==> config.mk <==
export PLATFORM = sky130hd
export DESIGN_NAME = first_monotonic_run_extract
export DESIGN_NICKNAME = d
export VERILOG_FILES = /design/src/design/fmre_pkg.sv /design/src/design/fmre_result_queue.sv /design/src/design/first_monotonic_run_extract.sv
export SDC_FILE = /design/constraint.sdc
export NUM_CORES = 1
export LEC_CHECK = 0
export BUFFER_PORTS_ARGS = -buffer_cell sky130_fd_sc_hd__buf_4
export CAP_MARGIN = 15
export CELL_PAD_IN_SITES_DETAIL_PLACEMENT = 0
export CELL_PAD_IN_SITES_GLOBAL_PLACEMENT = 2
export CORE_MARGIN = 3
export CORE_UTILIZATION = 40
export CTS_BUF_LIST = sky130_fd_sc_hd__clkbuf_4
export DETAILED_ROUTE_END_ITERATION = 10
export MAX_ROUTING_LAYER = met4
export PLACE_DENSITY = 0.76
export SETUP_SLACK_MARGIN = 0.5
export SLEW_MARGIN = 0
export SYNTH_ARGS = -nofsm -noshare
export SYNTH_HDL_FRONTEND = slang
export SYNTH_SLANG_ARGS = --single-unit
==> constraint.sdc <==
create_clock -name clk -period 5.5 [get_ports clk]
set_input_delay 0.825 -clock clk [delete_from_list [all_inputs] [get_ports clk]]
set_output_delay 0.825 -clock clk [all_outputs]
set_load 0.02 [all_outputs]
==> src/design/fmre_pkg.sv <==
// ----------------------------------------------------------------------------
// fmre_pkg
// Shared types and codes for the first monotonic run extractor: the input
// and result beat layouts, the run direction and the search phase.
// ----------------------------------------------------------------------------
package fmre_pkg;

  localparam int SAMPLE_W = 32;

  typedef logic signed [SAMPLE_W-1:0] sample_t;

  typedef struct packed {
    sample_t sample;
    logic    end_of_sequence;
  } in_t;

  typedef struct packed {
    sample_t run_value;
    logic    run_end;
    logic    no_run_found;
  } out_t;

  typedef enum logic [1:0] {
    DIR_NONE = 2'd0,
    DIR_UP   = 2'd1,
    DIR_DOWN = 2'd2
  } dir_t;

  typedef enum logic [1:0] {
    PH_SEARCH = 2'd0,
    PH_RUN    = 2'd1,
    PH_DONE   = 2'd2
  } phase_t;

endpackage

==> src/design/fmre_result_queue.sv <==
// ----------------------------------------------------------------------------
// fmre_result_queue
// Result queue: takes up to MAX_WR beats per cycle at consecutive slots and
// hands them out one per cycle while pop is high, oldest first.
// ----------------------------------------------------------------------------
module fmre_result_queue #(
  parameter int MAX_WR = 3,
  parameter int DEPTH  = 6
) (
  input  logic                         clk,
  input  logic                         rst,
  input  logic [$clog2(MAX_WR+1)-1:0]  push_count,
  input  fmre_pkg::out_t               push_beats [MAX_WR],
  input  logic                         pop,
  output fmre_pkg::out_t               head,
  output logic                         not_empty,
  output logic [$clog2(DEPTH+1)-1:0]   level
);
  import fmre_pkg::*;

  localparam int PW = $clog2(DEPTH);
  localparam int CW = $clog2(MAX_WR+1);
  localparam int QW = $clog2(DEPTH+1);

  out_t          mem [DEPTH];
  logic [PW-1:0] rd_ptr, rd_ptr_next;
  logic [PW-1:0] wr_ptr, wr_ptr_next;
  logic [QW-1:0] level_next;
  logic [PW-1:0] widx [MAX_WR];

  // slot index modulo depth, input known to stay below twice the depth
  function automatic logic [PW-1:0] wrap(input logic [PW:0] s);
    logic [PW:0] r;
    r = s;
    if (s >= (PW+1)'(DEPTH)) begin
      r = s - (PW+1)'(DEPTH);
    end
    return r[PW-1:0];
  endfunction

  always_comb begin
    for (int k = 0; k < MAX_WR; k++) begin
      widx[k] = wrap({1'b0, wr_ptr} + (PW+1)'(k));
    end
    wr_ptr_next = wrap({1'b0, wr_ptr} + (PW+1)'(push_count));
    rd_ptr_next = pop ? wrap({1'b0, rd_ptr} + (PW+1)'(1)) : rd_ptr;
    level_next  = level + QW'(push_count) - QW'(pop);
  end

  always_ff @(posedge clk) begin
    if (rst) begin
      rd_ptr <= '0;
      wr_ptr <= '0;
      level  <= '0;
    end else begin
      rd_ptr <= rd_ptr_next;
      wr_ptr <= wr_ptr_next;
      level  <= level_next;
    end
  end

  always_ff @(posedge clk) begin
    for (int k = 0; k < MAX_WR; k++) begin
      if (CW'(k) < push_count) begin
        mem[widx[k]] <= push_beats[k];
      end
    end
  end

  assign head      = mem[rd_ptr];
  assign not_empty = (level != '0);

  a_level_bound: assert property (@(posedge clk) disable iff (rst)
    level <= QW'(DEPTH))
    else $error("result queue level beyond depth");

  a_no_pop_empty: assert property (@(posedge clk) disable iff (rst)
    pop |-> not_empty)
    else $error("result queue popped while empty");

endmodule

==> src/design/first_monotonic_run_extract.sv <==
// ----------------------------------------------------------------------------
// first_monotonic_run_extract
// Finds the first strictly rising or falling run of at least MIN_RUN samples
// in each sequence and streams its samples out, last one flagged.
// ----------------------------------------------------------------------------
// usage:
//   input channel carries one signed sample per beat, with end_of_sequence
//   set on the final sample of a sequence. output channel carries the run's
//   samples in order, run_end on the last one, or a single no_run_found beat
//   (value zero) when a sequence ends without a qualifying run.
//   an input beat is taken in each cycle with in_stall low; its results (zero
//   to MIN_RUN beats) are registered into a result queue of 2*MIN_RUN
//   entries and appear on the output in order, one beat per cycle with out_stall low.
//   input stalls only while reset is high or the queue cannot take a full
//   burst of MIN_RUN beats, so sustained rate is one sample per cycle while
//   out_stall is low; the one burst per sequence drains at one beat per
//   unstalled cycle from the queue's single read port. a stalled receiver
//   just lets the queue fill; input stall follows from the registered queue
//   level, never from the output stall directly. synchronous reset empties
//   the queue and rearms the search; input is stalled while reset is high.
// ----------------------------------------------------------------------------
module first_monotonic_run_extract #(
  parameter int MIN_RUN = 3
) (
  input  logic           clk,
  input  logic           rst,
  input  logic           in_valid,
  output logic           in_stall,
  input  fmre_pkg::in_t  in_beat,
  output logic           out_valid,
  input  logic           out_stall,
  output fmre_pkg::out_t out_beat
);
  import fmre_pkg::*;

  localparam int DEPTH = 2 * MIN_RUN;
  localparam int LW    = $clog2(MIN_RUN + 1);
  localparam int IW    = $clog2(MIN_RUN);
  localparam int QW    = $clog2(DEPTH + 1);

  // search state
  phase_t        phase, phase_next;
  dir_t          dir, dir_next;
  logic [LW-1:0] len, len_next;
  sample_t       cand [MIN_RUN];
  sample_t       cand_next [MIN_RUN];
  // last sample of the candidate run; in the run phase the held sample
  sample_t       tail, tail_next;

  // per-beat decode
  logic          take;
  sample_t       cur;
  logic          last;
  logic          up, dn;
  dir_t          d;
  dir_t          dir_s;
  logic [LW-1:0] len_s;
  logic          found;
  logic          cont;

  // results of this beat
  out_t          res [MIN_RUN];
  logic [LW-1:0] res_n;

  // queue side
  logic          pop;
  logic          q_not_empty;
  logic [QW-1:0] q_level;

  assign in_stall = rst | (q_level > QW'(DEPTH - MIN_RUN));
  assign take     = in_valid & ~in_stall;
  assign cur      = in_beat.sample;
  assign last     = in_beat.end_of_sequence;

  // signed compare against the previous sample
  assign up   = (cur > tail);
  assign dn   = (cur < tail);
  assign d    = up ? DIR_UP : (dn ? DIR_DOWN : DIR_NONE);
  assign cont = (dir == DIR_UP) ? up : dn;

  // candidate run update while searching
  always_comb begin
    cand_next = cand;
    len_s     = len;
    dir_s     = dir;
    if (len == '0 || d == DIR_NONE) begin
      // fresh start, or equal neighbors break the run
      cand_next[0] = cur;
      len_s        = LW'(1);
      dir_s        = DIR_NONE;
    end else if (d == dir && len < LW'(MIN_RUN)) begin
      // run continues
      cand_next[len[IW-1:0]] = cur;
      len_s                  = len + LW'(1);
    end else begin
      // turning point: previous sample starts a new run
      cand_next[0] = tail;
      cand_next[1] = cur;
      len_s        = LW'(2);
      dir_s        = d;
    end
  end

  assign found = (len_s == LW'(MIN_RUN));

  // next state
  always_comb begin
    phase_next = phase;
    dir_next   = dir;
    len_next   = len;
    tail_next  = tail;
    if (take) begin
      case (phase)
        PH_SEARCH: begin
          // the newest sample is always the tail of the candidate
          tail_next = cur;
          len_next  = len_s;
          dir_next  = dir_s;
          if (last) begin
            phase_next = PH_SEARCH;
            len_next   = '0;
            dir_next   = DIR_NONE;
          end else if (found) begin
            phase_next = PH_RUN;
          end
        end
        PH_RUN: begin
          if (last) begin
            phase_next = PH_SEARCH;
            len_next   = '0;
            dir_next   = DIR_NONE;
          end else if (cont) begin
            tail_next = cur;
          end else begin
            phase_next = PH_DONE;
          end
        end
        PH_DONE: begin
          if (last) begin
            phase_next = PH_SEARCH;
            len_next   = '0;
            dir_next   = DIR_NONE;
          end
        end
        default: begin
          phase_next = PH_SEARCH;
          len_next   = '0;
          dir_next   = DIR_NONE;
        end
      endcase
    end
  end

  // result beats of the accepted sample
  always_comb begin
    for (int k = 0; k < MIN_RUN; k++) begin
      res[k] = '0;
    end
    res_n = '0;
    if (take) begin
      case (phase)
        PH_SEARCH: begin
          if (found) begin
            // whole run except its newest sample, which is held back unless the sequence ends here
            for (int k = 0; k < MIN_RUN - 1; k++) begin
              res[k] = '{run_value: cand_next[k], run_end: 1'b0, no_run_found: 1'b0};
            end
            if (last) begin
              res[MIN_RUN-1] = '{run_value: cur, run_end: 1'b1, no_run_found: 1'b0};
              res_n          = LW'(MIN_RUN);
            end else begin
              res_n = LW'(MIN_RUN - 1);
            end
          end else if (last) begin
            res[0] = '{run_value: '0, run_end: 1'b0, no_run_found: 1'b1};
            res_n  = LW'(1);
          end
        end
        PH_RUN: begin
          // held sample goes out, flagged if the run breaks here
          res[0] = '{run_value: tail, run_end: ~cont, no_run_found: 1'b0};
          if (cont && last) begin
            res[1] = '{run_value: cur, run_end: 1'b1, no_run_found: 1'b0};
            res_n  = LW'(2);
          end else begin
            res_n = LW'(1);
          end
        end
        default: begin
          res_n = '0;
        end
      endcase
    end
  end

  always_ff @(posedge clk) begin
    if (rst) begin
      phase <= PH_SEARCH;
      dir   <= DIR_NONE;
      len   <= '0;
    end else begin
      phase <= phase_next;
      dir   <= dir_next;
      len   <= len_next;
    end
  end

  always_ff @(posedge clk) begin
    tail <= tail_next;
    if (take && phase == PH_SEARCH) begin
      cand <= cand_next;
    end
  end

  // output side
  assign pop       = q_not_empty & ~out_stall;
  assign out_valid = q_not_empty;

  fmre_result_queue #(
    .MAX_WR (MIN_RUN),
    .DEPTH  (DEPTH)
  ) u_queue (
    .clk        (clk),
    .rst        (rst),
    .push_count (res_n),
    .push_beats (res),
    .pop        (pop),
    .head       (out_beat),
    .not_empty  (q_not_empty),
    .level      (q_level)
  );

  a_run_len_full: assert property (@(posedge clk) disable iff (rst)
    (phase != PH_SEARCH) |-> (len == LW'(MIN_RUN)))
    else $error("run phase entered without a full candidate run");

  a_short_no_dir: assert property (@(posedge clk) disable iff (rst)
    (phase == PH_SEARCH && len <= LW'(1)) |-> (dir == DIR_NONE))
    else $error("direction set on a candidate shorter than two samples");

  a_no_run_zero: assert property (@(posedge clk) disable iff (rst)
    (out_valid && out_beat.no_run_found) |->
      (out_beat.run_value == '0 && !out_beat.run_end))
    else $error("no-run beat carries a value or end flag");

endmodule
* Word level (Yosys, flattened, before mapping)
Memories as Yosys holds them, arrays and structs flattened. A register that Yosys moved wholly into a read port is not among the register bits.
Index checks and enable logic that the tools add are counted.
** Storage, ports and cells
- Register bits after elaboration :: 143
- Memory bits (writable) :: 204
- Bits of input ports :: 37
- Memories :: 1
** Memory list
- u_queue.mem :: words 6, bits a word 34, read ports 1, clocked after Yosys merged registers in 1, write ports 3, RTL line fmre_result_queue.sv:25 : out_t mem [DEPTH];
** Cells by class
- $add $sub $neg :: 12
- Magnitude comparators :: 14
- Equal/unequal tests :: 12
- Mux-type cells :: 54
- Bitwise logic cells :: 8
- Reductions and logical operators :: 16
** Operator list (count)
- $mux 32 :: 5
- $mux 34 :: 4
- $pmux 68 s2 :: 1
- $mux 64 :: 2
- $mux 102 :: 1
- $bwmux 96 :: 1
- $mux 68 :: 1
- $demux 32 s2 :: 1
- $pmux 32 s2 :: 1
- $gt 32x32->1 :: 1
- $lt 32x32->1 :: 1
- $mux 2 :: 16
- $mux 3 :: 7
- $ge 4x3->1 const B :: 4
- $sub 3x3->3 const B :: 5
- $pmux 2 s2 :: 3
- $mux 1 :: 10
- $add 3x1->4 const B :: 2
- $reduce_and 4->1 :: 2
- $ge 3x3->1 const B :: 2
- $logic_not 2->1 :: 3
- $ne 2x2->1 const B :: 3
- $ne 3x3->1 const B :: 2
- $pmux 2 s3 :: 1
- 26 further kinds :: 37

* Depth between registers and ports, before layout
Gate-level depths: netlist of the first run.
- Depth after elaboration :: 14
- Depth in mapped cells :: 17

* Cells and area by module
From an unflattened synthesis of the first run, not the netlist that was laid out.
** Unflattened totals
- Cell total of the unflattened synthesis :: 1828
- Area, all modules :: 19215.9 µm²
** Modules (own cells, without submodules)
- fmre_result_queue :: times used 1, cells each 1211, area each 12817.3 µm², seq. area each 6366.1 µm²
- first_monotonic_run_extract :: times used 1, cells each 617, area each 6398.6 µm², seq. area each 3002.9 µm²

* Worst setup path after synthesis of the first run
OpenSTA, ideal clock, no wires.
- Path kind :: input port to flip-flop
- Start :: in rst
- End :: mem u_queue.mem[0][10] (netlist bit) (enable)
- Library setup time :: 390 ps
- Arrival time :: 4833 ps
- Path slack :: 277 ps
- Stages :: 11
- Path buffers :: 3
- Cell sequence :: or2_2 -> nor2_1 -> nand2_1 -> inv_1 -> nand2_1 -> clkbuf_1 -> a211oi_2 -> buf_4 -> buf_2 -> nor2_1 -> nand2_1
** RTL lines
- start: declaration :: RTL line first_monotonic_run_extract.sv:26 : input logic rst,
- end: declaration :: RTL line fmre_result_queue.sv:25

==> results of run 1 <==
## path summary, 6_finish.rpt
kind	startpoint	endpoint
worst max register to register	tail[14]	u_queue.mem[4][25]
worst min-delay path	in_beat[3]	tail[2]
worst min register to register	phase[1]	phase[1]
worst max-delay path	tail[14]	u_queue.mem[4][25]
## layer usage
| metal | routed length [um] | global-route usage | share of wire | vias up |
|---|---|---|---|---|
| met1 | 29610 | 0.3727 | 0.44 | 7681 |
| li1 | - | - | - | 7004 |
| met3 | 5927 | 0.05174 | 0.088 | 166 |
| met5 | 0 | - | 0 | - |
| met2 | 29600 | 0.4007 | 0.44 | 811 |
| met4 | 2022 | 0.09289 | 0.030 | 0 |
## cell usage after synthesis (all sizes together) (6+ instances only)
master / count
a21oi: 301
a221oi: 100
a22o: 60
a22oi: 76
and2: 6
buf: 84
clkbuf: 71
dfxtp: 24
edfxtp: 294
ha: 51
inv: 55
mux2: 31
mux2i: 40
mux4: 34
nand2: 92
nand3: 57
nand4: 7
nor2: 147
nor2b: 39
nor3: 22
nor3b: 6
o21ai: 76
xnor2: 7
## per-stage QoR
step / std cells / utilization / instance area, um2 / setup WS (ps)
after floorplan: 1742 / - / 19370 / 751.9
after global placement: 2332 / 0.4359 / 20550 / 487.0
after detailed placement: 2332 / 0.4359 / 20550 / 382.5
after CTS: 2495 / 0.4612 / 21750 / 906.3
after global routing: 2497 / 0.4613 / 21750 / 739.7
final: 2497 / 0.4613 / 21750 / 943.4
## cells in the final DEF, fill, tap and decap left out, types with 6 or more instances in the layout
cell type and count:
a221oi_1 47, mux4_2 34, nor3_1 18, buf_12 7
o21ai_0 15, clkbuf_4 146, xnor2_1 6, nand4_1 6
inv_1 53, a22o_4 30, nor2b_1 36, edfxtp_1 294
dfxtp_1 21, nand2_1 89, clkinv_1 12, a22o_1 30
a21oi_1 300, a22oi_1 76, mux2_2 31, mux2i_1 39
a221oi_2 53, ha_1 51, buf_4 131, nand3_1 56
o21ai_1 59, nor2_1 146
## area by class of cell
type / count / area (um2) / share of cell area
inverters: 55 / 210.2 / 0.009664
multi-input cells: 1214 / 9144 / 0.4204
clock inverters: 17 / 97.59 / 0.004487
flip-flops and latches: 318 / 9315 / 0.4283
repair buffers: 138 / 1124 / 0.05166
diodes: 2 / 5.005 / 0.0002301
well taps: 607 / 759.5 / 0.03492
clock buffers: 146 / 1096 / 0.05039
## report_power, final
part / switching (mW) / total, mW / leakage (nW) / internal (mW)
Clock: 1.08 / 2.32 / 0.721 / 1.24
Combinational: 0.747 / 1.31 / 4.04 / 0.565
Sequential: 0.136 / 2.89 / 3.17 / 2.76
Total: 1.96 / 6.52 / 7.93 / 4.56
## registers in the layout (all words and copies together), names as in the netlist, named ones only
signal	cells
dir	2
u_queue.mem	204
phase	2
u_queue.wr_ptr	3
u_queue.rd_ptr	3
cand	64
tail	32
u_queue.level	3
len	2
## logic make-up after synthesis
kind of cell | Yosys count | share of synthesized area
muxes | 105 | 0.07843
AOI/OAI and AO/OA | 655 | 0.2525
adders and majority gates | 53 | 0.03502
and+or+nand+nor | 392 | 0.09646
DFF | 318 | 0.4807
buffers and inverters | 210 | 0.05246
xor gates and xnor gates | 9 | 0.004458
==> reports/results.ini, run 1 <==
[outcome]
status = completed

[worst_setup_path]
cp_top_family = compound AO/OA/AOI/OAI gates
crit_path_end_kind = flip-flop
cp.arrival_ps = 5130
crit_fanout = 35
required_ps = 6070
r2r_cells = 13
crit_chain = inv_1, ha_1, nand4_1, nor4_2, a21boi_1, o31a_1, o311ai_4, nand2_2, buf_4, and2_4, a22o_1, a22oi_1, a21oi_1
max_stage_delay_ps = 580
cp.depth = 13
crit_path_top_delay_cell = nor4_2
crit_type = reg2reg
worst-path-buf-inv = 2
start_kind = flip-flop
rrSetupSlack_ps = 940

[floorplanning]
core_area_mm2 = 0.04715
die_h_um = 226.0
io_pins = 73
die_area_mm2 = 0.05109
initial_core_util = 0.4107
die_w_um = 226.0
rows = 79

[clock_tree]
cts_tree = yes
cts_inserted_buffers = 92
postCtsSetupBuffers = 0
cts_resized = 0
cts-root-buf = clkbuf_4
clock_path_buffers = 3
insertion_delay_ps = 820
clock_sinks = 318
h-tree-depth = 3
clkTransAtPathRegs_ps = 60
holdBufCountCts = 0

[global_route]
grt_pass1_wl_um = 99370
antenna_found_initial = 1
grt_max_degree = 66
grt_usage = 0.2701
grt_pass1_vias = 15110
grt_overflow = 0

[yosys]
ys.flop_type = edfxtp_1
async_flop_share = 0
yosysTopAreaCellShare = 0.4559
synth_top_area_cell = edfxtp_1
synth_area_leaders = edfxtp_1, a21oi_1, a221oi_2
avgSynthCellArea_um2 = 11.12
synth_seq_cells = 318
synth_edf_count = 294
seq_area_frac_synth = 0.4807
syn_area_mm2 = 0.01937
yosys_warnings = 0
syn_nets = 1832
synth.distinct_cells = 76
syn_inst = 1742

[timing]
post-route-min-period_ps = 4557
fin_skew_ps = 51.75
setup_viol = 0
clock.fmax_mhz = 219.5
slew_headroom = 0.2428
worst_slew_pin_slew_ps = 1136
whs_ps = 268.8
final_max_slew_viol_count = 0
rsz0062_at_grt = false
setup_tns_ps = 0
hold_viol_final = 0
timing.final.crit_share = 0.8285

[drt]
routed_wl_um = 67160
drc = 0
drt_pass1_iterations = 6
wire_per_inst_um = 26.90
num_vias = 15660
drt-vias-per-instance = 6.272
antenna_left = 0
drt_iter0_drc = 1660

[placed_design]
io_buffer_count = 72
hpwl_um = 41760
gp_congestion = 0.8709

[power_and_ir_drop]
p_leak_nw = 7.925
finalPower_mw = 6.521
vdd_drop_max_v = 0.0001775
pwr_density_cell_mw_per_mm2 = 299.8

[hold_path]
hp-class = in2reg
hold_path_depth = 1

[final_layout]
layout.nets = 1909
nFillCells = 4361
drive_gt1_frac = 0.2579
syn_to_final_growth_pct = 12.31

[job]
maxCapViolCount = 0

Note: power is estimated with default switching activity, not from simulation.
==> run 2: changes to the inputs <==
--- a/config.mk
+++ b/config.mk
@@ -5,16 +5,17 @@
 export SDC_FILE = /design/constraint.sdc
 export NUM_CORES = 1
 export LEC_CHECK = 0
+export ABC_AREA = 1
 export BUFFER_PORTS_ARGS = -buffer_cell sky130_fd_sc_hd__buf_4
 export CAP_MARGIN = 15
 export CELL_PAD_IN_SITES_DETAIL_PLACEMENT = 0
 export CELL_PAD_IN_SITES_GLOBAL_PLACEMENT = 2
 export CORE_MARGIN = 3
-export CORE_UTILIZATION = 40
+export CORE_UTILIZATION = 38
 export CTS_BUF_LIST = sky130_fd_sc_hd__clkbuf_4
 export DETAILED_ROUTE_END_ITERATION = 10
 export MAX_ROUTING_LAYER = met4
-export PLACE_DENSITY = 0.76
+export PLACE_DENSITY = 0.8
 export SETUP_SLACK_MARGIN = 0.5
 export SLEW_MARGIN = 0
 export SYNTH_ARGS = -nofsm -noshare
==> constraint.sdc (replaced) <==
create_clock -name clk -period 4.35 [get_ports clk]
set_input_delay 0.6525 -clock clk [delete_from_list [all_inputs] [get_ports clk]]
set_output_delay 0.6525 -clock clk [all_outputs]
set_load 0.02 [all_outputs]
==> reports/results.ini, run 2 <==
[yosys]
async_flop_share = 0  ; unchanged
synth_edf_count = 294  ; unchanged
synthSimpleGateAreaFrac = 0.3809  ; +0.2844
synth_area_leaders = edfxtp_1, nand2_1, nand3_1
synth_compound_area_frac = 0.06698  ; -0.1855
syn_nets = 3023  ; +65%
ys.flop_type = edfxtp_1
synth.distinct_cells = 46  ; -39%
syn_area_mm2 = 0.02139  ; +10%
synth_seq_cells = 318  ; unchanged
yosysTopAreaCellShare = 0.4128  ; -0.04310
yosys_warnings = 0  ; unchanged
syn_inst = 2933  ; +68%
yosysMostFrequentCell = nand2_1
synth_top_area_cell = edfxtp_1
synthMuxAreaShare = 0.01076  ; -0.06767
synth_fa_ha_area_frac = 0.03171  ; -0.003310
synth_common_cells = nand2_1, nand3_1, edfxtp_1, inv_1, nor2_1
synthXorXnorAreaFrac = 0.002048  ; -0.002410
synth_top_family_by_area = simple AND/OR/NAND/NOR gates
avgSynthCellArea_um2 = 7.292  ; -34%
seq_area_frac_synth = 0.4352  ; -0.04544

[global_route]
grt_max_degree = 186  ; +180%
grt_usage = 0.3064  ; +0.03631
grt_pass1_wl_um = 130800  ; +32%
grt_overflow = 0  ; unchanged
antenna_found_initial = 1  ; unchanged
grt_pass1_vias = 19890  ; +32%

[drt]
num_vias = 21340  ; +36%
drt_iter0_drc = 2607  ; +57%
drc = 0  ; unchanged
antenna_left = 0  ; unchanged
drt_pass1_iterations = 9  ; +3
drt-vias-per-instance = 5.452  ; -13%
wire_per_inst_um = 23.38  ; -13%
routed_wl_um = 91500  ; +36%

[floorplanning]
die_h_um = 243.2  ; +7.6%
core_area_mm2 = 0.05542  ; +18%
die_area_mm2 = 0.05917  ; +16%
rows = 86  ; +8.9%
io_pins = 73  ; unchanged
die_w_um = 243.2  ; +7.6%
initial_core_util = 0.3860  ; -0.02479

[placed_design]
gp_congestion = 0.8888  ; +2.1%
io_buffer_count = 72  ; unchanged
hpwl_um = 57590  ; +38%
post_dp_cell_area_mm2 = 0.02361  ; +15%

[power_and_ir_drop]
p_leak_nw = 11.68  ; +47%
pwr_density_cell_mw_per_mm2 = 379.4  ; +27%
vdd_drop_max_v = 0.0002678  ; +51%

[clock_tree]
cts_inserted_buffers = 95  ; +3.3%
clkTransAtPathRegs_ps = 60  ; about the same
cts_tree = yes
h-tree-depth = 3  ; unchanged
clock_path_buffers = 3  ; unchanged
insertion_delay_ps = 870  ; +50 ps
clock_sinks = 318  ; unchanged
cts-root-buf = clkbuf_4

[final_layout]
layout.nets = 3195  ; +67%
mostFrequentLayoutCell = nand2_1
final_cell_mix = nand2_1, nand3_1, edfxtp_1, inv_1, buf_4
regArea_mm2 = 0.009318  ; about the same
drive_gt1_frac = 0.1460  ; -0.1119
fin_area_mm2 = 0.02538  ; +17%
nFillCells = 5637  ; +29%
multi_input_area_mm2 = 0.01070  ; +17%
syn_to_final_growth_pct = 18.67
largest_reg_flops = 204  ; unchanged

[worst_setup_path]
required_ps = 5100  ; -970 ps
crit_type = in2reg
worst-path-buf-inv = 3  ; +1
crit_path_top_delay_cell = dlygate4sd3_1
crit_path_end_kind = flip-flop
cp.arrival_ps = 4590  ; -540 ps
start_kind = primary input
max_stage_delay_ps = 540  ; -40 ps
crit_fanout = 5  ; -86%
rrSetupSlack_ps = 610  ; -330 ps
crit_chain = dlygate4sd3_1, buf_4, ha_1, nand2_2, nor2_4, nand4_1, nor2_2, nand2_1, nand3_1, nand3_1, nand2_1, nand2_2, nor2_4, nand4_4, nand2_8, inv_4, ha_1, fa_1, xor2_1, or2_2, a21oi_1
cp_top_family = simple AND/OR/NAND/NOR gates

[timing]
timing.final.crit_share = 0.8825
post-route-min-period_ps = 3839
fin_skew_ps = 49.03  ; -2.716 ps
setup_tns_ps = 0  ; unchanged
worst_slew_pin_slew_ps = 1041  ; -95.15 ps
setup_viol = 0  ; unchanged
clock.fmax_mhz = 260.5
whs_ps = 84.15  ; -184.7 ps
slew_headroom = 0.3062  ; +0.06343
rsz0062_at_grt = true
hold_viol_final = 0  ; unchanged
final_max_slew_viol_count = 0  ; unchanged

[outcome]
status = completed

[hold_path]
hp-class = in2reg

[job]
maxCapViolCount = 0  ; unchanged

run 2: changes by cell type after synthesis, sizes merged, moves of 31 or more:
cell	delta
nand2	+1318
nand3	+276
a21oi	-234
inv	+132
a221oi	-100
a22oi	-76
a22o	-60
nor2b	-39
and2	+35
mux4	-34
o22ai	+34
a32o	+33
mux2	-31
run 2: per-layer routing:
layer / vias up / GRT usage / wire [um]
met1: 10020 / 0.4168 / 39090
met3: 200 / 0.06065 / 9066
li1: 10000 / - / -
met5: - / - / 0
met2: 1107 / 0.4535 / 40440
met4: 0 / 0.1112 / 2898
run 2: repair_timing:
action                                  in CTS  in global routing
endpoints found under the hold margin       31                  0
endpoints found under the setup margin       2                328
setup buffers                                0                 11
pin swaps                                    0                  8
hold buffers                                31                  0
cloned                                       0                  5
resized for setup                            1                 34
run 2: kinds of logic after synthesis:
kind of cell	after synthesis
compound gates	234
fa+ha+maj	53
flops	318
buf+inv	362
simple gates	1938
mux	23
xor+xnor	5
run 2: worst paths after layout:
path	start	endpoint	depth (start not counted)
hold / removal	rst	dir[0]	2
setup / recovery	in_beat[24]	u_queue.level[2]	21
hold reg to reg	u_queue.mem[1][0]	u_queue.mem[1][0]	2
setup reg to reg	tail[23]	u_queue.level[2]	20
run 2: area by class of cell:
type	count	share of cell area
diodes	1	0.00009859
clock buffers	127	0.03756
clock inverters	29	0.006606
inverters	189	0.02869
multi-input cells	2254	0.4216
flip-flops and latches	318	0.3671
well taps	748	0.03687
repair buffers	247	0.1015
run 2: stage by stage:
stage          instances  worst slack (ps)  power (mW)  utilization
2_1_floorplan       2933             544.0       5.576            -
3_3_place_gp        3709             90.77       6.730       0.4260
3_5_place_dp        3709             62.97       6.765       0.4260
4_1_cts             3896             524.3       9.683       0.4519
5_1_grt             3913             364.0       10.13       0.4580
6_report            3913             511.0       9.630       0.4580
run 2: report_power, final:
group | switching, mW | internal, mW
sequential | 0.162 | 3.57
combinational | 1.99 | 1.04
clock | 1.42 | 1.45
total | 3.57 | 6.06
